### config.mk
export PLATFORM = sky130hd
export DESIGN_NAME = calendar_timezone_adjust_unit
export DESIGN_NICKNAME = d
export VERILOG_FILES = /design/src/hdl/cta_pkg.sv /design/src/hdl/calendar_timezone_adjust_unit.sv /design/src/hdl/cta_sanitise.sv /design/src/hdl/cta_roll.sv
export SDC_FILE = /design/constraint.sdc
export NUM_CORES = 1
export LEC_CHECK = 0
export BUFFER_PORTS_ARGS = -buffer_cell sky130_fd_sc_hd__buf_2
export CAP_MARGIN = 10
export CORE_MARGIN = 3
export CORE_UTILIZATION = 35
export DETAILED_ROUTE_END_ITERATION = 6
export GPL_TIMING_DRIVEN = 0
export PLACE_DENSITY = 0.65
export SLEW_MARGIN = 5
export SYNTH_ARGS = -nofsm -noshare
export SYNTH_HDL_FRONTEND = slang
export SYNTH_HIERARCHICAL = 1
export SYNTH_SLANG_ARGS = --single-unit
### constraint.sdc
create_clock -name clk -period 4.65 [get_ports clk]
set_input_delay 0.465 -clock clk [delete_from_list [all_inputs] [get_ports clk]]
set_output_delay 0.465 -clock clk [all_outputs]
set_load 0.1 [all_outputs]
### src/hdl/cta_pkg.sv
// Shared types, constants and month-length lookup for the timezone adjust unit.
package cta_pkg;

	localparam int SecW   = 6;
	localparam int MinW   = 6;
	localparam int HourW  = 5;
	localparam int DayW   = 5;
	localparam int MonW   = 4;
	localparam int YearW  = 7;
	localparam int OffW   = 6;

	localparam logic [HourW-1:0]        HourMax     = 5'd23;
	localparam logic signed [HourW+1:0] HoursPerDay = 7'sd24;
	localparam logic [MonW-1:0]         MonFirst    = 4'd1;
	localparam logic [MonW-1:0]         MonFeb      = 4'd2;
	localparam logic [MonW-1:0]         MonLast     = 4'd12;
	localparam logic [DayW-1:0]         DayFirst    = 5'd1;
	localparam logic [DayW-1:0]         DaysLeapFeb = 5'd29;
	localparam logic [YearW-1:0]        YearFirst   = 7'd0;
	localparam logic [YearW-1:0]        YearLast    = 7'd99;
	localparam logic signed [OffW-1:0]  OffsetMax   = 6'sd23;
	localparam logic signed [OffW-1:0]  OffsetMin   = -6'sd23;

	localparam logic [DayW-1:0] MonthLen [13] = '{
		5'd0, 5'd31, 5'd28, 5'd31, 5'd30, 5'd31, 5'd30,
		5'd31, 5'd31, 5'd30, 5'd31, 5'd30, 5'd31
	};

	// Sanitised request held between the input and result registers
	typedef struct packed {
		logic [SecW-1:0]        sec;
		logic [MinW-1:0]        min;
		logic [HourW-1:0]       hour;
		logic [DayW-1:0]        day;
		logic [MonW-1:0]        mon;
		logic [YearW-1:0]       year;
		logic signed [OffW-1:0] offset;
	} cta_item_t;

	typedef struct packed {
		logic [SecW-1:0]  sec;
		logic [MinW-1:0]  min;
		logic [HourW-1:0] hour;
		logic [DayW-1:0]  day;
		logic [MonW-1:0]  mon;
		logic [YearW-1:0] year;
	} cta_result_t;

	// Years 2000..2099: divisible by four is leap (2000 is a 400 year)
	function automatic logic [DayW-1:0] days_of(input logic [MonW-1:0] mon,
			input logic [YearW-1:0] year);
		if (mon == MonFeb && year[1:0] == 2'b00) begin
			return DaysLeapFeb;
		end
		return MonthLen[mon];
	endfunction

endpackage

### src/hdl/calendar_timezone_adjust_unit.sv
// Top level of the calendar timezone adjust unit: offset register and two-stage datapath.
//
//  channel   handshake              payload
//  --------  ---------------------  ---------------------------------------------
//  request   start / busy           utc_seconds, utc_minutes, utc_hours, utc_day,
//                                   utc_month, utc_year
//  result    done (one-cycle)       local_seconds, local_minutes, local_hours,
//                                   local_day, local_month, local_year
//  config    cfg_valid / cfg_ready  cfg_data (signed hour offset)
//
// One request per cycle; busy never rises.
// A request passes through the input register, then the hour add and date roll into the result register.
// done is high for one cycle per request; the receiver cannot stall it.
// arst_n clears the offset to zero and empties both stages.
module calendar_timezone_adjust_unit (
	input  logic                            clk,
	input  logic                            arst_n,
	input  logic                            start,
	output logic                            busy,
	input  logic [cta_pkg::SecW-1:0]        utc_seconds,
	input  logic [cta_pkg::MinW-1:0]        utc_minutes,
	input  logic [cta_pkg::HourW-1:0]       utc_hours,
	input  logic [cta_pkg::DayW-1:0]        utc_day,
	input  logic [cta_pkg::MonW-1:0]        utc_month,
	input  logic [cta_pkg::YearW-1:0]       utc_year,
	output logic                            done,
	output logic [cta_pkg::SecW-1:0]        local_seconds,
	output logic [cta_pkg::MinW-1:0]        local_minutes,
	output logic [cta_pkg::HourW-1:0]       local_hours,
	output logic [cta_pkg::DayW-1:0]        local_day,
	output logic [cta_pkg::MonW-1:0]        local_month,
	output logic [cta_pkg::YearW-1:0]       local_year,
	input  logic                            cfg_valid,
	output logic                            cfg_ready,
	input  logic signed [cta_pkg::OffW-1:0] cfg_data
);
	import cta_pkg::*;

	logic signed [OffW-1:0] offset_q;
	logic                   take;
	cta_item_t              item_s1;
	logic                   valid_s1;
	cta_result_t            result_s2;

	assign busy      = 1'b0;
	assign cfg_ready = 1'b1;
	assign take      = start && !busy;

	always_ff @(posedge clk or negedge arst_n) begin
		if (!arst_n) begin
			offset_q <= '0;
		end else if (cfg_valid && cfg_ready) begin
			offset_q <= cfg_data;
		end
	end

	cta_sanitise u_sanitise (
		.clk         (clk),
		.arst_n      (arst_n),
		.take        (take),
		.utc_seconds (utc_seconds),
		.utc_minutes (utc_minutes),
		.utc_hours   (utc_hours),
		.utc_day     (utc_day),
		.utc_month   (utc_month),
		.utc_year    (utc_year),
		.offset      (offset_q),
		.item_s1     (item_s1),
		.valid_s1    (valid_s1)
	);

	cta_roll u_roll (
		.clk       (clk),
		.arst_n    (arst_n),
		.item_s1   (item_s1),
		.valid_s1  (valid_s1),
		.result_s2 (result_s2),
		.valid_s2  (done)
	);

	assign local_seconds = result_s2.sec;
	assign local_minutes = result_s2.min;
	assign local_hours   = result_s2.hour;
	assign local_day     = result_s2.day;
	assign local_month   = result_s2.mon;
	assign local_year    = result_s2.year;

	// Every request yields exactly one result after the input and result registers
	a_req_to_done: assert property (@(posedge clk) disable iff (!arst_n)
		take |-> ##2 done)
		else $error("request did not produce a result");

	a_done_from_req: assert property (@(posedge clk) disable iff (!arst_n)
		done |-> $past(take, 2))
		else $error("result without a request");

	a_result_range: assert property (@(posedge clk) disable iff (!arst_n)
		done |-> (local_hours <= HourMax) && (local_day >= DayFirst)
			&& (local_month >= MonFirst) && (local_month <= MonLast)
			&& (local_year <= YearLast))
		else $error("result field out of range");

	a_pass_through: assert property (@(posedge clk) disable iff (!arst_n)
		done |-> (local_seconds == $past(utc_seconds, 2))
			&& (local_minutes == $past(utc_minutes, 2)))
		else $error("seconds or minutes altered");

endmodule

### src/hdl/cta_sanitise.sv
// Input register stage: clamps hour, month, year and offset into their legal ranges and raises day zero to one.
module cta_sanitise (
	input  logic                                 clk,
	input  logic                                 arst_n,
	input  logic                                 take,
	input  logic [cta_pkg::SecW-1:0]             utc_seconds,
	input  logic [cta_pkg::MinW-1:0]             utc_minutes,
	input  logic [cta_pkg::HourW-1:0]            utc_hours,
	input  logic [cta_pkg::DayW-1:0]             utc_day,
	input  logic [cta_pkg::MonW-1:0]             utc_month,
	input  logic [cta_pkg::YearW-1:0]            utc_year,
	input  logic signed [cta_pkg::OffW-1:0]      offset,
	output cta_pkg::cta_item_t                   item_s1,
	output logic                                 valid_s1
);
	import cta_pkg::*;

	cta_item_t item_d;

	always_comb begin
		item_d.sec  = utc_seconds;
		item_d.min  = utc_minutes;
		item_d.hour = (utc_hours > HourMax) ? HourMax : utc_hours;
		item_d.day  = (utc_day < DayFirst) ? DayFirst : utc_day;
		if (utc_month < MonFirst) begin
			item_d.mon = MonFirst;
		end else if (utc_month > MonLast) begin
			item_d.mon = MonLast;
		end else begin
			item_d.mon = utc_month;
		end
		item_d.year = (utc_year > YearLast) ? YearLast : utc_year;
		if (offset < OffsetMin) begin
			item_d.offset = OffsetMin;
		end else if (offset > OffsetMax) begin
			item_d.offset = OffsetMax;
		end else begin
			item_d.offset = offset;
		end
	end

	always_ff @(posedge clk or negedge arst_n) begin
		if (!arst_n) begin
			valid_s1 <= 1'b0;
		end else begin
			valid_s1 <= take;
		end
	end

	always_ff @(posedge clk) begin
		if (take) begin
			item_s1 <= item_d;
		end
	end

endmodule

### src/hdl/cta_roll.sv
// Result register stage: adds the offset to the hour and rolls day, month and year.
module cta_roll (
	input  logic                 clk,
	input  logic                 arst_n,
	input  cta_pkg::cta_item_t   item_s1,
	input  logic                 valid_s1,
	output cta_pkg::cta_result_t result_s2,
	output logic                 valid_s2
);
	import cta_pkg::*;

	logic signed [HourW+1:0] hour_sum;
	logic signed [HourW+1:0] hour_fwd;
	logic signed [HourW+1:0] hour_bwd;
	logic [MonW-1:0]         mon_prev;
	logic [YearW-1:0]        year_prev;
	cta_result_t             res_d;

	assign hour_sum = $signed({2'b00, item_s1.hour})
		+ $signed({item_s1.offset[OffW-1], item_s1.offset});
	assign hour_fwd = hour_sum - HoursPerDay;
	assign hour_bwd = hour_sum + HoursPerDay;

	// Previous month and year for a backward roll off day one
	always_comb begin
		if (item_s1.mon <= MonFirst) begin
			mon_prev  = MonLast;
			year_prev = (item_s1.year == YearFirst) ? YearLast : item_s1.year - 7'd1;
		end else begin
			mon_prev  = item_s1.mon - 4'd1;
			year_prev = item_s1.year;
		end
	end

	always_comb begin
		res_d.sec  = item_s1.sec;
		res_d.min  = item_s1.min;
		res_d.hour = item_s1.hour;
		res_d.day  = item_s1.day;
		res_d.mon  = item_s1.mon;
		res_d.year = item_s1.year;
		if (hour_sum >= HoursPerDay) begin
			res_d.hour = hour_fwd[HourW-1:0];
			if (item_s1.day >= days_of(item_s1.mon, item_s1.year)) begin
				res_d.day = DayFirst;
				if (item_s1.mon >= MonLast) begin
					res_d.mon  = MonFirst;
					res_d.year = (item_s1.year >= YearLast) ? YearFirst
						: item_s1.year + 7'd1;
				end else begin
					res_d.mon = item_s1.mon + 4'd1;
				end
			end else begin
				res_d.day = item_s1.day + 5'd1;
			end
		end else if (hour_sum < 7'sd0) begin
			res_d.hour = hour_bwd[HourW-1:0];
			if (item_s1.day <= DayFirst) begin
				res_d.mon  = mon_prev;
				res_d.year = year_prev;
				res_d.day  = days_of(mon_prev, year_prev);
			end else begin
				res_d.day = item_s1.day - 5'd1;
			end
		end else begin
			res_d.hour = hour_sum[HourW-1:0];
		end
	end

	always_ff @(posedge clk or negedge arst_n) begin
		if (!arst_n) begin
			valid_s2 <= 1'b0;
		end else begin
			valid_s2 <= valid_s1;
		end
	end

	always_ff @(posedge clk) begin
		if (valid_s1) begin
			result_s2 <= res_d;
		end
	end

endmodule

==> key figures <==
Run status
  – Outcome: complete, no violations

Synthesis
  – Post-synth top area cell: edfxtp_1
  – Async SR Flop Fraction: around a tenth
  – Synthesized flop and latch total: 80
  – Area share of the leading cell type in the synthesized netlist: 51.40%
  – Synth warnings: 6
  – Synth cell types: 62
  – Syn_nets: around 420
  – Post-Syn Area: approximately 4200 µm²
  – Sequential-to-total area share from yosys stat: a little under three fifths
  – Mean area per synthesized cell: ~12 µm²
  – Synth top area cells: edfxtp_1, ha_1, dfrtp_1, o21ai_0, mux2_4
  – Post-synth top flop: edfxtp_1
  – Post-Synthesis Cells: between 300 and 400
  – EDFF count, synth: 72

Worst hold path
  – Min-Delay Path Class: in2reg

Route
  – Post-route ant nets: 0
  – Vias: 3050
  – Routed wire length: about 8.6 mm
  – Number of detailed-route iterations in the first pass: 4
  – Drt wl/cell: 14.45 µm
  – Post-route DRC: 0
  – First DRT Iteration DRCs: 119
  – Routed vias/inst: 5.152

STA
  – Clk_skew: ~0.011 ns
  – Final period util: 79.86%
  – RSZ-0062 raised after global routing: no
  – Final setup fails: 0
  – Fin. max-slew vios: 0
  – Hold Vio Cnt, Final: 0
  – Post-route minimum period: about 3.7 ns
  – Max Fclk: 269.3 MHz
  – Setup_tns: 0 ns
  – Worst-margin pin slew: between 0.8 and 0.9 ns
  – Slew headroom: between 40% and 50%
  – Final setup margin: roughly 0.94 ns

Finish
  – Layout Nets: 510
  – Commonest non-fill, non-tap cells in the layout: buf_2, edfxtp_1, o21ai_0, ha_1, nor2_1
  – Most common cell after layout, fill and taps aside: buf_2
  – N_diodes: 0
  – Area grow syn2layout: 20.02%
  – FILL cells: about 1.1k
  – Fraction of layout cells with a size suffix above 1: between 20% and 30%

Floorplan
  – Die height: approximately 120 µm
  – Row count: 39
  – Die area: 13370 µm²
  – I/O pin total: between 70 and 80
  – Starting density of the core: between 30% and 40%
  – Die X-Extent: 115.6 µm
  – Core area: approximately 12000 µm²

Critical path
  – CP max FO: 10
  – Worst setup SP type: flop
  – Crit path largest cell delay: 0.48 ns
  – R2R Path End: u_roll/result_s2[4]
  – CP Class: reg2reg
  – CP Cell Sequence: clkbuf_1 -> inv_1 -> ha_1 -> nand2_1 -> nor2_1 -> nor3b_1 -> ha_1 -> a21o_1 -> a31oi_1 -> o21a_1 -> buf_2 -> or3_1 -> or3b_2 -> a31oi_1
  – Crit path launch: u_sanitise/item_s1[13]
  – CP Capture Point: u_roll/result_s2[4]
  – Critical Path RT: 4.84 ns
  – Crit-path slowest cell: or3b_2
  – Internal reg-to-reg setup slack: approximately 0.94 ns
  – CP Buf/Inv Count: 3
  – CP delay by family, top: simple AND/OR/NAND/NOR gates
  – FF-to-FF path depth: 14
  – Critical path endpoint category: flop
  – Stages on worst setup path: 14
  – Reg-to-reg startpoint: u_sanitise/item_s1[13]
  – Critical Path AT: around 3.9 ns

Clock tree
  – Clk pin slew, worst setup/hold paths: 0.07 ns
  – Cts bufs inserted: 9
  – Deepest clock path buffer count: 2
  – Clock tree sinks: 80
  – Root buf cell: clkbuf_16
  – CTS tree: built
  – H-Tree Level Count: 3
  – Skew-Pair Late Insertion Delay: approximately 0.34 ns

Placed design
  – Port buffer count: between 70 and 80
  – Post-DP HPWL: approximately 6.2 mm
  – DP Worst Slack: between 0.9 and 1 ns
  – GP Congestion: around 0.88

Pwr
  – PwrDens: approximately 470 nW/µm²
  – Final Total Pwr: 2349 µW
  – Peak supply drop: 0.0002442 V
  – P_leak: ~0.002 µW

Global route
  – Vias in the first global route: between 2k and 3k
  – First-pass GRT wire length: around 14 mm
  – Overall Global Routing Usage: 13.50%
  – Total global routing overflow: 0
  – Largest net degree at the start of global routing: 41
  – Initial antenna violation count: 0

Job
  – Max Cap Viol: 0
[synth_stat cells, types with 3 or more instances]
cell,count
nand2b_1,5
o211ai_1,3
clkbuf_1,18
a21oi_1,13
buf_2,3
nand3b_1,3
o21ai_0,26
mux2_4,6
a221oi_1,3
nand2_1,16
and3_1,5
a311o_1,3
a31oi_1,10
a211oi_1,5
o21a_1,4
dfrtp_1,8
xor2_1,4
nor2_1,21
nand4_1,3
mux2i_1,3
nor2b_1,5
ha_1,22
and2_1,4
a211o_1,4
nand3_1,16
inv_1,13
nor3_1,8
edfxtp_1,72
xnor2_1,4
nor3b_1,3
o31ai_1,3
[power breakdown]
part           internal [µW]  switching, µW  leakage (µW)
registers                893           46.7      0.000797
logic                    187            560       0.00107
clock network            366            296      0.000135
[timing repair]
item                      4_1_cts  5_1_grt
hold buffers                    1        0
gates resized for setup         0        0
buffers inserted                0        0
hold endpoints to repair        8        0
[metrics by stage]
step	cells	instance area, µm²	utilization (%)	hold WS, ns
2_1_floorplan	357	4207	-	0.1694
3_3_place_gp	575	4761	41.17	0.3129
3_5_place_dp	575	4762	41.18	0.3144
4_1_cts	592	5049	43.65	0.2845
5_1_grt	592	5049	43.65	0.2853
6_report	592	5049	43.65	0.3007
[worst register-to-register path: cells and delay by family, from the launching register on]
family,cells,cell delay [ns]
DFF,1,0.41
adders and majority gates,2,0.44
buffers and inverters,3,0.68
and+or+nand+nor,5,1.49
AOI/OAI and AO/OA,4,0.54
[kinds of logic (layout without fill, tap and decap cells)]
| group | after synthesis | in the layout | share of synthesized area, % |
|---|---|---|---|
| buf+inv | 39 | 131 | 4.104 |
| other cells | 2 | 2 | 0.1785 |
| xor+xnor | 8 | 8 | 1.666 |
| flops | 80 | 80 | 56.16 |
| compound gates | 94 | 94 | 14.84 |
| simple gates | 99 | 99 | 12.40 |
| mux | 11 | 11 | 3.391 |
| fa+ha+maj | 24 | 24 | 7.258 |
[sequential cells by signal, indices dropped and copies added (netlist names)]
name	cells
u_roll/result_s2	33
u_roll/valid_s2	1
u_sanitise/valid_s1	1
offset_q	6
u_sanitise/item_s1	39
[worst min path at each step]
stage | to | start | slack [ns] | cells after the start
final | u_sanitise/item_s1[32] | utc_minutes[5] | 0.30 | 1
after global routing | u_sanitise/item_s1[31] | utc_minutes[4] | 0.29 | 1
after CTS | u_sanitise/item_s1[38] | utc_seconds[5] | 0.28 | 1
after detailed placement | u_roll/valid_s2 | arst_n | 0.31 | 1
after global placement | u_roll/valid_s2 | arst_n | 0.31 | 1
after floorplan | offset_q[0] | arst_n | 0.17 | 0
[final cells by class]
cell class / count / area [µm²] / share of cell area [%]
sequential: 80 / 2364 / 46.82
multi-input combinational: 238 / 1672 / 33.11
timing repair buffer: 76 / 385.4 / 7.633
clock buffer: 9 / 225.2 / 4.461
tap: 143 / 178.9 / 3.544
buffer: 26 / 123.9 / 2.454
clock inverter: 7 / 51.30 / 1.016
inverter: 13 / 48.80 / 0.9665
[metal layers]
layer,global-route usage (%),vias to the layer above,wire [µm]
met2,20.72,82,3997
met1,17.99,1437,3933
met3,4.125,7,523
met4,5.336,0,103
li1,-,1524,-
met5,0,-,0
(Power assumes the default switching activity.)
